File: src/hdl/h6d_pkg.sv
// Shared types, constants and codes of the HAM6 planar decoder.
// No dependencies; all files but h6d_ram and the macros import it.
package h6d_pkg;

  localparam int unsigned PIX_PER_WORD = 8;
  localparam int unsigned RGB_W        = 12;
  localparam int unsigned NIB_W        = 4;
  localparam int unsigned CTRL_W       = 2;
  localparam int unsigned PAL_DEPTH    = 16;
  localparam int unsigned PAL_IDX_W    = $clog2(PAL_DEPTH);
  localparam int unsigned QUEUE_DEPTH  = 2;
  localparam int unsigned QUEUE_AW     = $clog2(QUEUE_DEPTH);
  localparam int unsigned QUEUE_CW     = $clog2(QUEUE_DEPTH + 1);

  localparam logic [RGB_W-1:0] RGB_MASK = 12'h0FFF;
  localparam logic [RGB_W-1:0] KEEP_RG  = 12'h0FF0;
  localparam logic [RGB_W-1:0] KEEP_GB  = 12'h00FF;
  localparam logic [RGB_W-1:0] KEEP_RB  = 12'h0F0F;

  typedef logic [RGB_W-1:0]  rgb_t;
  typedef logic [NIB_W-1:0]  nib_t;
  typedef logic [CTRL_W-1:0] ctl_t;

  typedef enum logic {
    OP_LOAD  = 1'b0,
    OP_PIXEL = 1'b1
  } op_t;

  typedef enum logic [CTRL_W-1:0] {
    CTRL_PALETTE = 2'd0,
    CTRL_BLUE    = 2'd1,
    CTRL_RED     = 2'd2,
    CTRL_GREEN   = 2'd3
  } ctrl_t;

  typedef struct packed {
    logic                         row_start;
    rgb_t                         pal0;
    nib_t [PIX_PER_WORD-1:0]      data;
    ctl_t [PIX_PER_WORD-1:0]      ctrl;
    rgb_t [PIX_PER_WORD-1:0]      lut;
  } group_t;

  typedef struct packed {
    logic full;
    logic empty;
  } q_stat_t;

endpackage

File: src/hdl/h6d_in_if.sv
// Input channel of the decoder: valid/ready handshake plus one input word.
// Depends on h6d_pkg.
interface h6d_in_if;
  import h6d_pkg::*;

  logic                 valid;
  logic                 ready;
  logic                 op;
  logic [PAL_IDX_W-1:0] palette_index;
  logic [RGB_W-1:0]     palette_value;
  logic                 row_start;
  logic [7:0]           plane_bits_0;
  logic [7:0]           plane_bits_1;
  logic [7:0]           plane_bits_2;
  logic [7:0]           plane_bits_3;
  logic [7:0]           plane_bits_4;
  logic [7:0]           plane_bits_5;

  modport source (
    output valid, op, palette_index, palette_value, row_start,
           plane_bits_0, plane_bits_1, plane_bits_2,
           plane_bits_3, plane_bits_4, plane_bits_5,
    input  ready
  );

  modport sink (
    input  valid, op, palette_index, palette_value, row_start,
           plane_bits_0, plane_bits_1, plane_bits_2,
           plane_bits_3, plane_bits_4, plane_bits_5,
    output ready
  );
endinterface

File: src/hdl/h6d_out_if.sv
// Result channel of the decoder: valid/ready handshake plus eight RGB pixels.
// Depends on h6d_pkg.
interface h6d_out_if;
  import h6d_pkg::*;

  logic valid;
  logic ready;
  rgb_t rgb_0;
  rgb_t rgb_1;
  rgb_t rgb_2;
  rgb_t rgb_3;
  rgb_t rgb_4;
  rgb_t rgb_5;
  rgb_t rgb_6;
  rgb_t rgb_7;

  modport source (
    output valid, rgb_0, rgb_1, rgb_2, rgb_3, rgb_4, rgb_5, rgb_6, rgb_7,
    input  ready
  );

  modport sink (
    input  valid, rgb_0, rgb_1, rgb_2, rgb_3, rgb_4, rgb_5, rgb_6, rgb_7,
    output ready
  );
endinterface

File: src/hdl/ham6_planar_decoder_top.sv
// Top level of the HAM6 planar decoder: front stage, group queue, back stage.
// Depends on h6d_pkg, h6d_in_if, h6d_out_if, h6d_front, h6d_queue, h6d_back.
//
// The decoder takes one input word per cycle, sustained, as long as results
// are taken. A palette-load word writes one of sixteen 12-bit entries and
// gives no result; a pixel word gives one word of eight 12-bit RGB pixels,
// which passes the front register with the palette read (loaded at the
// accepting edge), one queue slot and the output register. Every lane has
// its own copy of the palette RAM, read once per group, and the eight-pixel
// hold chain is combinational in the back stage; these set the rate of one
// group per cycle while results are taken.
// A two-entry queue lets the input keep flowing for a short while when the
// result side stalls. Reading a palette entry never written since reset
// gives an undefined colour.
module ham6_planar_decoder_top (
  input  logic      clk,
  input  logic      rst_n,
  h6d_in_if.sink    in_chan,
  h6d_out_if.source out_chan
);
  import h6d_pkg::*;

  group_t  f_grp;
  group_t  q_grp;
  q_stat_t q_stat;
  logic    push;
  logic    pop;

  h6d_front u_front (
    .clk     (clk),
    .rst_n   (rst_n),
    .in_chan (in_chan),
    .q_stat  (q_stat),
    .push    (push),
    .grp     (f_grp)
  );

  h6d_queue u_queue (
    .clk       (clk),
    .rst_n     (rst_n),
    .push      (push),
    .push_data (f_grp),
    .pop       (pop),
    .pop_data  (q_grp),
    .stat      (q_stat)
  );

  h6d_back u_back (
    .clk      (clk),
    .rst_n    (rst_n),
    .grp      (q_grp),
    .q_stat   (q_stat),
    .pop      (pop),
    .out_chan (out_chan)
  );

endmodule

File: src/hdl/h6d_ram.sv
// Generic single-write, single-read RAM with registered read data.
// No dependencies.
module h6d_ram #(
  parameter int unsigned WIDTH = 12,
  parameter int unsigned DEPTH = 16
) (
  input  logic                     clk,
  input  logic                     we,
  input  logic [$clog2(DEPTH)-1:0] waddr,
  input  logic [WIDTH-1:0]         wdata,
  input  logic                     re,
  input  logic [$clog2(DEPTH)-1:0] raddr,
  output logic [WIDTH-1:0]         rdata
);

  logic [WIDTH-1:0] mem_r [DEPTH];
  logic [WIDTH-1:0] rdata_r;

  always_ff @(posedge clk) begin
    if (we) begin
      mem_r[waddr] <= wdata;
    end
    if (re) begin
      rdata_r <= mem_r[raddr];
    end
  end

  assign rdata = rdata_r;

endmodule

File: src/hdl/h6d_front.sv
// Front stage: accepts input words, loads the palette, splits pixel words
// into lanes and looks up each lane's palette entry. Depends on h6d_pkg,
// h6d_in_if and h6d_ram.
module h6d_front (
  input  logic             clk,
  input  logic             rst_n,
  h6d_in_if.sink           in_chan,
  input  h6d_pkg::q_stat_t q_stat,
  output logic             push,
  output h6d_pkg::group_t  grp
);
  import h6d_pkg::*;

  logic advance;
  logic acc;
  logic load_we;
  logic pix_acc;
  logic f_valid_r;
  logic f_valid_nxt;
  logic row_start_r;
  rgb_t pal0_r;
  rgb_t pal0_snap_r;
  rgb_t wr_value;
  nib_t [PIX_PER_WORD-1:0] lane_nib;
  ctl_t [PIX_PER_WORD-1:0] lane_ctrl;
  rgb_t [PIX_PER_WORD-1:0] lane_lut;
  nib_t [PIX_PER_WORD-1:0] data_r;
  ctl_t [PIX_PER_WORD-1:0] ctrl_r;

  assign advance       = !f_valid_r || !q_stat.full;
  assign in_chan.ready = advance;
  assign acc           = in_chan.valid && advance;
  assign load_we       = acc && (in_chan.op == OP_LOAD);
  assign pix_acc       = acc && (in_chan.op == OP_PIXEL);
  assign wr_value      = in_chan.palette_value & RGB_MASK;

  for (genvar k = 0; k < PIX_PER_WORD; k++) begin : g_lane
    localparam int unsigned B = PIX_PER_WORD - 1 - k;

    assign lane_nib[k]  = {in_chan.plane_bits_3[B], in_chan.plane_bits_2[B],
                           in_chan.plane_bits_1[B], in_chan.plane_bits_0[B]};
    assign lane_ctrl[k] = {in_chan.plane_bits_5[B], in_chan.plane_bits_4[B]};

    h6d_ram #(
      .WIDTH (RGB_W),
      .DEPTH (PAL_DEPTH)
    ) u_pal (
      .clk   (clk),
      .we    (load_we),
      .waddr (in_chan.palette_index),
      .wdata (wr_value),
      .re    (pix_acc),
      .raddr (lane_nib[k]),
      .rdata (lane_lut[k])
    );
  end

  always_comb begin
    f_valid_nxt = f_valid_r;
    if (advance) begin
      f_valid_nxt = pix_acc;
    end
  end

  always_ff @(posedge clk) begin
    if (!rst_n) begin
      f_valid_r <= 1'b0;
    end else begin
      f_valid_r <= f_valid_nxt;
    end
  end

  always_ff @(posedge clk) begin
    if (pix_acc) begin
      data_r      <= lane_nib;
      ctrl_r      <= lane_ctrl;
      row_start_r <= in_chan.row_start;
      pal0_snap_r <= pal0_r;
    end
    if (load_we && (in_chan.palette_index == '0)) begin
      pal0_r <= wr_value;
    end
  end

  assign push = f_valid_r && !q_stat.full;
  assign grp  = '{row_start: row_start_r, pal0: pal0_snap_r, data: data_r,
                  ctrl: ctrl_r, lut: lane_lut};

endmodule

File: src/hdl/h6d_queue.sv
// Short queue of classified pixel groups between front and back stages.
// Depends on h6d_pkg.
module h6d_queue (
  input  logic             clk,
  input  logic             rst_n,
  input  logic             push,
  input  h6d_pkg::group_t  push_data,
  input  logic             pop,
  output h6d_pkg::group_t  pop_data,
  output h6d_pkg::q_stat_t stat
);
  import h6d_pkg::*;

  group_t                entry_r [QUEUE_DEPTH];
  logic [QUEUE_AW-1:0]   wr_ptr_r;
  logic [QUEUE_AW-1:0]   wr_ptr_nxt;
  logic [QUEUE_AW-1:0]   rd_ptr_r;
  logic [QUEUE_AW-1:0]   rd_ptr_nxt;
  logic [QUEUE_CW-1:0]   count_r;
  logic [QUEUE_CW-1:0]   count_nxt;

  always_comb begin
    wr_ptr_nxt = wr_ptr_r;
    rd_ptr_nxt = rd_ptr_r;
    if (push) begin
      wr_ptr_nxt = (wr_ptr_r == QUEUE_AW'(QUEUE_DEPTH - 1)) ? '0
                                                             : wr_ptr_r + QUEUE_AW'(1);
    end
    if (pop) begin
      rd_ptr_nxt = (rd_ptr_r == QUEUE_AW'(QUEUE_DEPTH - 1)) ? '0
                                                             : rd_ptr_r + QUEUE_AW'(1);
    end
    unique case ({push, pop})
      2'b10:   count_nxt = count_r + QUEUE_CW'(1);
      2'b01:   count_nxt = count_r - QUEUE_CW'(1);
      default: count_nxt = count_r;
    endcase
  end

  always_ff @(posedge clk) begin
    if (!rst_n) begin
      wr_ptr_r <= '0;
      rd_ptr_r <= '0;
      count_r  <= '0;
    end else begin
      wr_ptr_r <= wr_ptr_nxt;
      rd_ptr_r <= rd_ptr_nxt;
      count_r  <= count_nxt;
    end
  end

  always_ff @(posedge clk) begin
    if (push) begin
      entry_r[wr_ptr_r] <= push_data;
    end
  end

  assign pop_data   = entry_r[rd_ptr_r];
  assign stat.full  = (count_r == QUEUE_CW'(QUEUE_DEPTH));
  assign stat.empty = (count_r == '0);

endmodule

File: src/hdl/h6d_back.sv
// Back stage: runs the hold-and-modify chain over one group and holds the
// result word for the output channel. Depends on h6d_pkg and h6d_out_if.
module h6d_back (
  input  logic             clk,
  input  logic             rst_n,
  input  h6d_pkg::group_t  grp,
  input  h6d_pkg::q_stat_t q_stat,
  output logic             pop,
  h6d_out_if.source        out_chan
);
  import h6d_pkg::*;

  function automatic rgb_t ham_step(input rgb_t held, input ctl_t ctrl,
                                    input nib_t data, input rgb_t lut);
    rgb_t c;
    unique case (ctrl_t'(ctrl))
      CTRL_PALETTE: c = lut;
      CTRL_BLUE:    c = (held & KEEP_RG) | {8'h00, data};
      CTRL_RED:     c = (held & KEEP_GB) | {data, 8'h00};
      CTRL_GREEN:   c = (held & KEEP_RB) | {4'h0, data, 4'h0};
    endcase
    return c & RGB_MASK;
  endfunction

  logic take;
  logic out_valid_r;
  logic out_valid_nxt;
  rgb_t held_r;
  rgb_t held_nxt;
  rgb_t [PIX_PER_WORD-1:0] pix;
  rgb_t [PIX_PER_WORD-1:0] rgb_r;

  assign take = !q_stat.empty && (!out_valid_r || out_chan.ready);
  assign pop  = take;

  always_comb begin
    rgb_t held;
    held = grp.row_start ? grp.pal0 : held_r;
    for (int k = 0; k < PIX_PER_WORD; k++) begin
      pix[k] = ham_step(held, grp.ctrl[k], grp.data[k], grp.lut[k]);
      held   = pix[k];
    end
  end

  always_comb begin
    held_nxt      = held_r;
    out_valid_nxt = out_valid_r;
    if (take) begin
      held_nxt      = pix[PIX_PER_WORD-1];
      out_valid_nxt = 1'b1;
    end else if (out_chan.ready) begin
      out_valid_nxt = 1'b0;
    end
  end

  always_ff @(posedge clk) begin
    if (!rst_n) begin
      out_valid_r <= 1'b0;
      held_r      <= '0;
    end else begin
      out_valid_r <= out_valid_nxt;
      held_r      <= held_nxt;
    end
  end

  always_ff @(posedge clk) begin
    if (take) begin
      rgb_r <= pix;
    end
  end

  assign out_chan.valid = out_valid_r;
  assign out_chan.rgb_0 = rgb_r[0];
  assign out_chan.rgb_1 = rgb_r[1];
  assign out_chan.rgb_2 = rgb_r[2];
  assign out_chan.rgb_3 = rgb_r[3];
  assign out_chan.rgb_4 = rgb_r[4];
  assign out_chan.rgb_5 = rgb_r[5];
  assign out_chan.rgb_6 = rgb_r[6];
  assign out_chan.rgb_7 = rgb_r[7];

endmodule

File: src/flat_wrapper.sv
// flat-port wrapper written by rule: the top's interface ports become plain ports
module ham6_planar_decoder_top_flat import h6d_pkg::*;
  (clk, rst_n, in_chan_valid, in_chan_op, in_chan_palette_index, in_chan_palette_value, in_chan_row_start, in_chan_plane_bits_0, in_chan_plane_bits_1, in_chan_plane_bits_2, in_chan_plane_bits_3, in_chan_plane_bits_4, in_chan_plane_bits_5, in_chan_ready, out_chan_valid, out_chan_rgb_0, out_chan_rgb_1, out_chan_rgb_2, out_chan_rgb_3, out_chan_rgb_4, out_chan_rgb_5, out_chan_rgb_6, out_chan_rgb_7, out_chan_ready);
  h6d_in_if in_chan_i ();
  h6d_out_if out_chan_i ();
  input  logic clk;
  input  logic rst_n;
  input wire logic [$bits(in_chan_i.valid)-1:0] in_chan_valid;
  input wire logic [$bits(in_chan_i.op)-1:0] in_chan_op;
  input wire logic [$bits(in_chan_i.palette_index)-1:0] in_chan_palette_index;
  input wire logic [$bits(in_chan_i.palette_value)-1:0] in_chan_palette_value;
  input wire logic [$bits(in_chan_i.row_start)-1:0] in_chan_row_start;
  input wire logic [$bits(in_chan_i.plane_bits_0)-1:0] in_chan_plane_bits_0;
  input wire logic [$bits(in_chan_i.plane_bits_1)-1:0] in_chan_plane_bits_1;
  input wire logic [$bits(in_chan_i.plane_bits_2)-1:0] in_chan_plane_bits_2;
  input wire logic [$bits(in_chan_i.plane_bits_3)-1:0] in_chan_plane_bits_3;
  input wire logic [$bits(in_chan_i.plane_bits_4)-1:0] in_chan_plane_bits_4;
  input wire logic [$bits(in_chan_i.plane_bits_5)-1:0] in_chan_plane_bits_5;
  output wire logic [$bits(in_chan_i.ready)-1:0] in_chan_ready;
  output wire logic [$bits(out_chan_i.valid)-1:0] out_chan_valid;
  output wire logic [$bits(out_chan_i.rgb_0)-1:0] out_chan_rgb_0;
  output wire logic [$bits(out_chan_i.rgb_1)-1:0] out_chan_rgb_1;
  output wire logic [$bits(out_chan_i.rgb_2)-1:0] out_chan_rgb_2;
  output wire logic [$bits(out_chan_i.rgb_3)-1:0] out_chan_rgb_3;
  output wire logic [$bits(out_chan_i.rgb_4)-1:0] out_chan_rgb_4;
  output wire logic [$bits(out_chan_i.rgb_5)-1:0] out_chan_rgb_5;
  output wire logic [$bits(out_chan_i.rgb_6)-1:0] out_chan_rgb_6;
  output wire logic [$bits(out_chan_i.rgb_7)-1:0] out_chan_rgb_7;
  input wire logic [$bits(out_chan_i.ready)-1:0] out_chan_ready;
  assign in_chan_i.valid = in_chan_valid;
  assign in_chan_i.op = in_chan_op;
  assign in_chan_i.palette_index = in_chan_palette_index;
  assign in_chan_i.palette_value = in_chan_palette_value;
  assign in_chan_i.row_start = in_chan_row_start;
  assign in_chan_i.plane_bits_0 = in_chan_plane_bits_0;
  assign in_chan_i.plane_bits_1 = in_chan_plane_bits_1;
  assign in_chan_i.plane_bits_2 = in_chan_plane_bits_2;
  assign in_chan_i.plane_bits_3 = in_chan_plane_bits_3;
  assign in_chan_i.plane_bits_4 = in_chan_plane_bits_4;
  assign in_chan_i.plane_bits_5 = in_chan_plane_bits_5;
  assign in_chan_ready = in_chan_i.ready;
  assign out_chan_valid = out_chan_i.valid;
  assign out_chan_rgb_0 = out_chan_i.rgb_0;
  assign out_chan_rgb_1 = out_chan_i.rgb_1;
  assign out_chan_rgb_2 = out_chan_i.rgb_2;
  assign out_chan_rgb_3 = out_chan_i.rgb_3;
  assign out_chan_rgb_4 = out_chan_i.rgb_4;
  assign out_chan_rgb_5 = out_chan_i.rgb_5;
  assign out_chan_rgb_6 = out_chan_i.rgb_6;
  assign out_chan_rgb_7 = out_chan_i.rgb_7;
  assign out_chan_i.ready = out_chan_ready;
  ham6_planar_decoder_top u_core (.clk(clk), .rst_n(rst_n), .in_chan(in_chan_i), .out_chan(out_chan_i));
endmodule
File: config.mk
export PLATFORM = sky130hd
export DESIGN_NAME = ham6_planar_decoder_top_flat
export DESIGN_NICKNAME = d
export VERILOG_FILES = /design/src/hdl/h6d_pkg.sv /design/src/hdl/h6d_in_if.sv /design/src/hdl/h6d_out_if.sv /design/src/hdl/ham6_planar_decoder_top.sv /design/src/hdl/h6d_ram.sv /design/src/hdl/h6d_front.sv /design/src/hdl/h6d_queue.sv /design/src/hdl/h6d_back.sv /design/src/flat_wrapper.sv
export SDC_FILE = /design/constraint.sdc
export NUM_CORES = 1
export LEC_CHECK = 0
export BUFFER_PORTS_ARGS = -buffer_cell sky130_fd_sc_hd__clkbuf_2
export CORE_UTILIZATION = 55
export CTS_BUF_LIST = sky130_fd_sc_hd__clkbuf_2
export CTS_CLUSTER_SIZE = 30
export DETAILED_ROUTE_END_ITERATION = 7
export PLACE_DENSITY = 0.77
export SLEW_MARGIN = 20
export SYNTH_ARGS = -nofsm -noshare
export SYNTH_HDL_FRONTEND = slang
export SYNTH_SLANG_ARGS = --single-unit
File: constraint.sdc
create_clock -name clk -period 7.9 [get_ports clk]
set_clock_uncertainty 0.2 [all_clocks]
set_input_delay 0.79 -clock clk [delete_from_list [all_inputs] [get_ports clk]]
set_output_delay 0.79 -clock clk [all_outputs]
set_load 0.01 [all_outputs]
Yosys cells after proc, flatten, opt, wreduce, memory -nomap -nowiden
Memories as Yosys holds them, arrays and structs flattened. A register that Yosys moved wholly into a read port is not among the register bits.
Index checks and enable logic that the tools add are counted.
{"block": "word_totals", "reg_bits": 187, "ramBits": 1850, "inputBits": 70, "out_inout_bits": 98, "n_memories": 9}
{"name": "u_core.u_queue.entry_r", "depth": 2, "word_bits": 157, "read_ports": 1, "rd_clocked_by_memory_dff": 1, "write_ports": 1, "line": "h6d_queue.sv:14", "rtl": "group_t entry_r [QUEUE_DEPTH];"}
{"name": "u_core.u_front.g_lane[0].u_pal.mem_r", "depth": 16, "word_bits": 12, "read_ports": 1, "rd_clocked_by_memory_dff": 1, "write_ports": 1, "line": "h6d_ram.sv:16", "rtl": "logic [WIDTH-1:0] mem_r [DEPTH];"}
{"name": "u_core.u_front.g_lane[1].u_pal.mem_r", "depth": 16, "word_bits": 12, "read_ports": 1, "rd_clocked_by_memory_dff": 1, "write_ports": 1, "line": "h6d_ram.sv:16"}
{"name": "u_core.u_front.g_lane[2].u_pal.mem_r", "depth": 16, "word_bits": 12, "read_ports": 1, "rd_clocked_by_memory_dff": 1, "write_ports": 1, "line": "h6d_ram.sv:16"}
{"name": "u_core.u_front.g_lane[3].u_pal.mem_r", "depth": 16, "word_bits": 12, "read_ports": 1, "rd_clocked_by_memory_dff": 1, "write_ports": 1, "line": "h6d_ram.sv:16"}
{"name": "u_core.u_front.g_lane[4].u_pal.mem_r", "depth": 16, "word_bits": 12, "read_ports": 1, "rd_clocked_by_memory_dff": 1, "write_ports": 1, "line": "h6d_ram.sv:16"}
{"name": "3 more memories"}
{"block": "op_classes", "addsub": 4, "eq_ne": 27, "n_mux": 20, "bitwise": 25, "n_reduce_logical": 24}
{"operator": "case mux 12 bit (4 select lines)", "n": 8}
{"operator": "bitwise OR 12 x 4 -> 12 bit", "n": 8}
{"operator": "bitwise OR 12 x 8 -> 12 bit", "n": 8}
{"operator": "bitwise OR 8 x 12 -> 12 bit", "n": 8}
{"operator": "equality test 2 bit, second input constant", "n": 18}
{"operator": "equality test 2 x 1 -> 1 bit, second input constant", "n": 9}
{"operator": "logical NOT 2 bit", "n": 9}
{"operator": "2-to-1 mux 12 bit", "n": 1}
{"operator": "2-to-1 mux 1 bit", "n": 10}
{"operator": "logical AND 1 bit", "n": 6}
{"operator": "logical NOT 1 bit", "n": 4}
{"operator": "logical NOT 4 bit", "n": 1}
{"operator": "case mux 2 bit (2 select lines)", "n": 1}
{"operator": "nonzero test 2 bit", "n": 2}
{"operator": "adder 1 bit, second input constant", "n": 2}
{"operator": "adder 2 x 1 -> 2 bit, second input constant", "n": 1}
{"operator": "logical OR 1 bit", "n": 2}
{"operator": "subtractor 2 x 1 -> 2 bit, second input constant", "n": 1}
{"operator": "NOT 1 bit", "n": 1}

Logic depth before layout (Yosys ltp)
{"block": "depth", "depth_word": 17, "mapped_depth": 12}

By module
A second synthesis with hierarchy kept.
{"block": "hier_totals", "cells_unflattened": 3869, "area_unflattened_um2": 82349.0}
{"mod": "h6d_ram", "instances": 8, "cells_each": 329, "area_each_um2": 7719.9, "seq_area_each_um2": 6125.9}
{"mod": "h6d_queue", "instances": 1, "cells_each": 510, "area_each_um2": 11533.6, "seq_area_each_um2": 9529.1}
{"mod": "h6d_back", "instances": 1, "cells_each": 644, "area_each_um2": 6785.3, "seq_area_each_um2": 3143.0}
{"mod": "h6d_front", "instances": 1, "cells_each": 83, "area_each_um2": 2270.9, "seq_area_each_um2": 2212.1}

Least setup slack after synthesis
No wires, ideal clock.
{"block": "synth_path", "path_kind": "register to register", "from": "register u_core.u_queue.count_r[0]", "to": "memory u_core.u_queue.entry_r[0][0] (netlist bit), enable pin", "arrival_ns": 7.154, "required_ns": 7.023, "path_slack_ns": -0.131, "stages_incl_launch_ff": 4, "path_cell_list": "dfxtp_1 -> nand2b_1 -> nand2_1 -> nor2_1"}
{"block": "synth_between", "elab_chain_cells": 5}
{"item": "start, declared", "line": "h6d_queue.sv:19", "rtl": "logic [QUEUE_CW-1:0] count_r;"}
{"item": "start signal, assigned", "line": "h6d_queue.sv:48", "rtl": "count_r <= count_nxt;"}
{"item": "equality test 2 bit", "line": "h6d_queue.sv:59", "rtl": "assign stat.full = (count_r == QUEUE_CW'(QUEUE_DEPTH));"}
{"item": "logical NOT 1 bit", "line": "h6d_front.sv:85", "rtl": "assign push = f_valid_r && !q_stat.full;"}
{"item": "logical AND 1 bit", "line": "h6d_front.sv:85"}
{"item": "2-to-1 mux 1 bit", "line": "h6d_queue.sv:53", "rtl": "if (push) begin"}
{"item": "2-to-1 mux 1 bit (implied by the code)", "line": "h6d_queue.sv:54", "rtl": "entry_r[wr_ptr_r] <= push_data;"}
{"item": "end, declared", "line": "h6d_queue.sv:14"}
No other way between the ends.

==> results.md <==
* Register area at 23200 um^2
* Area leader, netlist: edfxtp_1
* Hold slack at 0.129 ns
* Critical setup path kind: flop to flop
* Adder-cell share of the synthesized area at less than 1%
* Grt ovf at 0
* FILL cells at between 5000 and 6000
* IO Count at around 170
* Fin crit share at 53.1%
* Final setup vio count at 0
* Synth Area in Simple Gates at ~3.4%
* Proportion of synthesized area in mux cells at 31.6%
* Crit path cell chain: buf_4, mux2i_1, buf_4, nand2_1, o22ai_1, a21oi_1, o221a_2, o221ai_2, a21oi_1, mux2_2
* Die height at approximately 270 um
* Post-CTS Setup Inserts at 0
* Final Max Tran Viols at 0
* Max incr delay on CP at around 0.72 ns
* TritonCTS clock tree: built
* Die Span X at 272 um
* CTS Buf Count at 189
* Compound-Gate Fraction of Synth Area at 4.61%
* Total GRT Usage at between 30 and 40%
* Dpl cells at ~3200
* PD cells at approximately 240 nW/um^2
* Netlist Area Pre-Place at approximately 40000 um^2
* R2R Setup Slk at 3.70 ns
* Wire per inst at between 30 and 40 um
* Crit end category: flop
* Initial antenna violation count at 3
* Routability cong. at 0.964
* Crit path max-delay family: compound AO/OA/AOI/OAI gates
* WP buf/inv at 2
* Asr flop ratio synth at 0%
* Max H-tree Level at 4
* Routed vias at around 25000
* Router iterations before antenna repair at 5
* Clk slew on worst S/H paths at 0.12 ns
* Crit Path Max Fanout at 49
* Total Wirelength at 118000 um
* Hpwl dp at approximately 80000 um
* Vias/cell at 7.02
* First-pass GRT wire length at 171000 um
* Total of max-cap violations at 0
* LEAKAGE at between 10 and 15 nW
* Critical path's slowest cell: dfxtp_4
* DRC at 0
* Dominant synthesized flop cell: edfxtp_1
* ANT nets after route at 0
* Sequential area share after synthesis at 57.9%
* P&R area growth vs syn at 11.2%
* Core ar. at between 70000 and 80000 um^2
* Multi-input logic area at 16100 um^2
* Tmin final at about 4.2 ns
* Peak supply drop at 0.000243 V
* Count leader, synth: edfxtp_1
* Post-layout util at 62.0%
* Die ar. at 73800 um^2
* Synth Register Bits at just under 800
* Post-synth top area share at 57.0%
* Layout net count at ~2600
* Buffers on Ports at 167
* Vias in the first global route at ~25000
* Largest family of logic cells by synthesized area: multiplexers
* XOR/XNOR Fraction of Synth Area at 0.285%
* Crit start category: flop
* Cells after Synth at 2176
* Cell chosen for the clock root: clkbuf_2
* Initial Utilization at about 56%
* Worst Path Required at 8.86 ns
* Syn. warnings at 0
* Max-slew headroom at 18.7%
* Synth area leaders: edfxtp_1, mux4_2, mux2i_1
* Syn avg cell area at roughly 18 um^2
* Least-Margin Pin Slew at roughly 1.2 ns
* Largest net degree at the start of global routing at 159
* # rows at 98
* Non-Filler Instances at roughly 3600
* Commonest cells in the netlist: edfxtp_1, mux4_2, mux2i_1, nand2_1, nor2_1
* Netlist cell types at 78
* Status: finished clean
* RSZ-0062 raised after global routing: no
* Arr. time, crit path at 5.16 ns
* DR iter-0 viols at 3782
* Setup TNS at 0 ns
* Later-pin clock latency in the skew report at about 1.4 ns
* Layout cells sized above 1 at just over 40%
* Clk sink count at slightly below 800
* Post-synth EDFFs at 759
* Worst min path class: input port to flop
* Fin. Hold Viols at 0
* Cts repair resizes at 0
* Clk buf depth at 3
* FMAX at ~0.24 GHz
* Syn_nets at ~2200
## metrics by stage
step / setup WS, ns / power [W] / area, um^2
global route: 3.49 / 0.0110 / 44500
detailed placement: 3.84 / 0.00794 / 41800
finish: 3.70 / 0.0106 / 44500
floorplan: 2.54 / 0.00698 / 40000
CTS: 3.79 / 0.0106 / 44500
global placement: 3.84 / 0.00790 / 41800
## cells by family (layout without fill, tap and decap cells)
kind of cell	Yosys count	count (layout)
AOI/OAI and AO/OA	248	248
xor gates and xnor gates	13	13
adders and majority gates	1	1
buffers and inverters	181	667
DFF	778	778
muxes	655	655
other	0	4
and+or+nand+nor	300	300
## worst paths after layout
path              depth (start not counted)                                              start                                   endpoint
setup / recovery                         10                                               flop  u_core.u_back.out_chan.rgb_7[4]$_DFFE_PP_
hold / removal                            2                            in_chan_plane_bits_0[2]          u_core.u_front.grp[132]$_DFFE_PP_
setup reg to reg                         10                                               flop  u_core.u_back.out_chan.rgb_7[4]$_DFFE_PP_
hold reg to reg                           0  u_core.u_front.g_lane[3].u_pal.rdata[3]$_DFFE_PP_    u_core.u_queue.entry_r[1][39]$_DFFE_PP_
## cell type report
cell class | instances | share of cell area, %
well taps | 950 | 2.67
repair buffers | 311 | 4.96
multi-input cells | 1217 | 36.1
flip-flops and latches | 778 | 52.1
clock buffers | 258 | 2.90
inverters | 22 | 0.202
diodes | 4 | 0.0225
clock inverters | 76 | 0.998
## cell usage in the layout (no fill, tap or decap), types with 20 or more instances in the layout
| cell type | n |
|---|---|
| edfxtp_1 | 759 |
| mux4_2 | 480 |
| clkbuf_2 | 410 |
| mux2i_1 | 123 |
| nand2_1 | 109 |
| dlygate4sd3_1 | 93 |
| nor2_1 | 73 |
| a21oi_1 | 61 |
| buf_4 | 55 |
| clkinv_1 | 48 |
| mux2_2 | 42 |
| nand3_1 | 27 |
| o21ai_0 | 26 |
| o211ai_1 | 25 |
| inv_1 | 20 |
## worst reg2reg max path: cells and delay by family, from the launching register on
| family | cells | cell delay [ns] |
|---|---|---|
| muxes | 2 | 0.98 |
| and+or+nand+nor | 1 | 0.08 |
| AOI/OAI and AO/OA | 5 | 1.02 |
| DFF | 1 | 0.72 |
| buffers and inverters | 2 | 0.97 |
## layer usage
| layer | track usage [%] | vias to the layer above | wire (um) |
|---|---|---|---|
| met5 | 0 | - | 0 |
| met4 | 15.2 | 0 | 5950 |
| met3 | 9.77 | 337 | 14300 |
| met2 | 49.4 | 2056 | 54800 |
| met1 | 43.7 | 12800 | 42800 |
| li1 | - | 10200 | - |
## repair_timing
action | CTS | global route
hold buffers | 93 | 0
endpoints found under the setup margin | 0 | 0
hold endpoints to repair | 533 | 0
## state kept, by name, indices dropped and copies added, names as in the netlist, named ones only
register,cells
u_core.u_queue.entry_r,314
u_core.u_front.g_lane.u_pal.mem_r,192
u_core.u_front.g_lane.u_pal.rdata,96
u_core.u_front.grp,48
u_core.u_back.held_r,12
u_core.u_back.out_chan.rgb_0,12
u_core.u_back.out_chan.rgb_1,12
u_core.u_back.out_chan.rgb_2,12
u_core.u_back.out_chan.rgb_3,12
u_core.u_back.out_chan.rgb_4,12
u_core.u_back.out_chan.rgb_5,12
u_core.u_back.out_chan.rgb_6,12
u_core.u_back.out_chan.rgb_7,12
u_core.u_front.pal0_snap_r,12
u_core.u_queue.count_r,2
u_core.u_back.out_chan.valid,1
u_core.u_front.f_valid_r,1
u_core.u_front.row_start_r,1
u_core.u_queue.rd_ptr_r,1
u_core.u_queue.wr_ptr_r,1
## power by group
group          internal [W]  total (W)  leakage [nW]  switching, W
Clock               0.00103    0.00264          1.29       0.00161
Sequential          0.00512    0.00540          7.10      0.000278
Combinational      0.000943    0.00252          6.37       0.00158
Total               0.00710     0.0106          14.8       0.00346
Note: power is estimated with default switching activity, not from simulation.
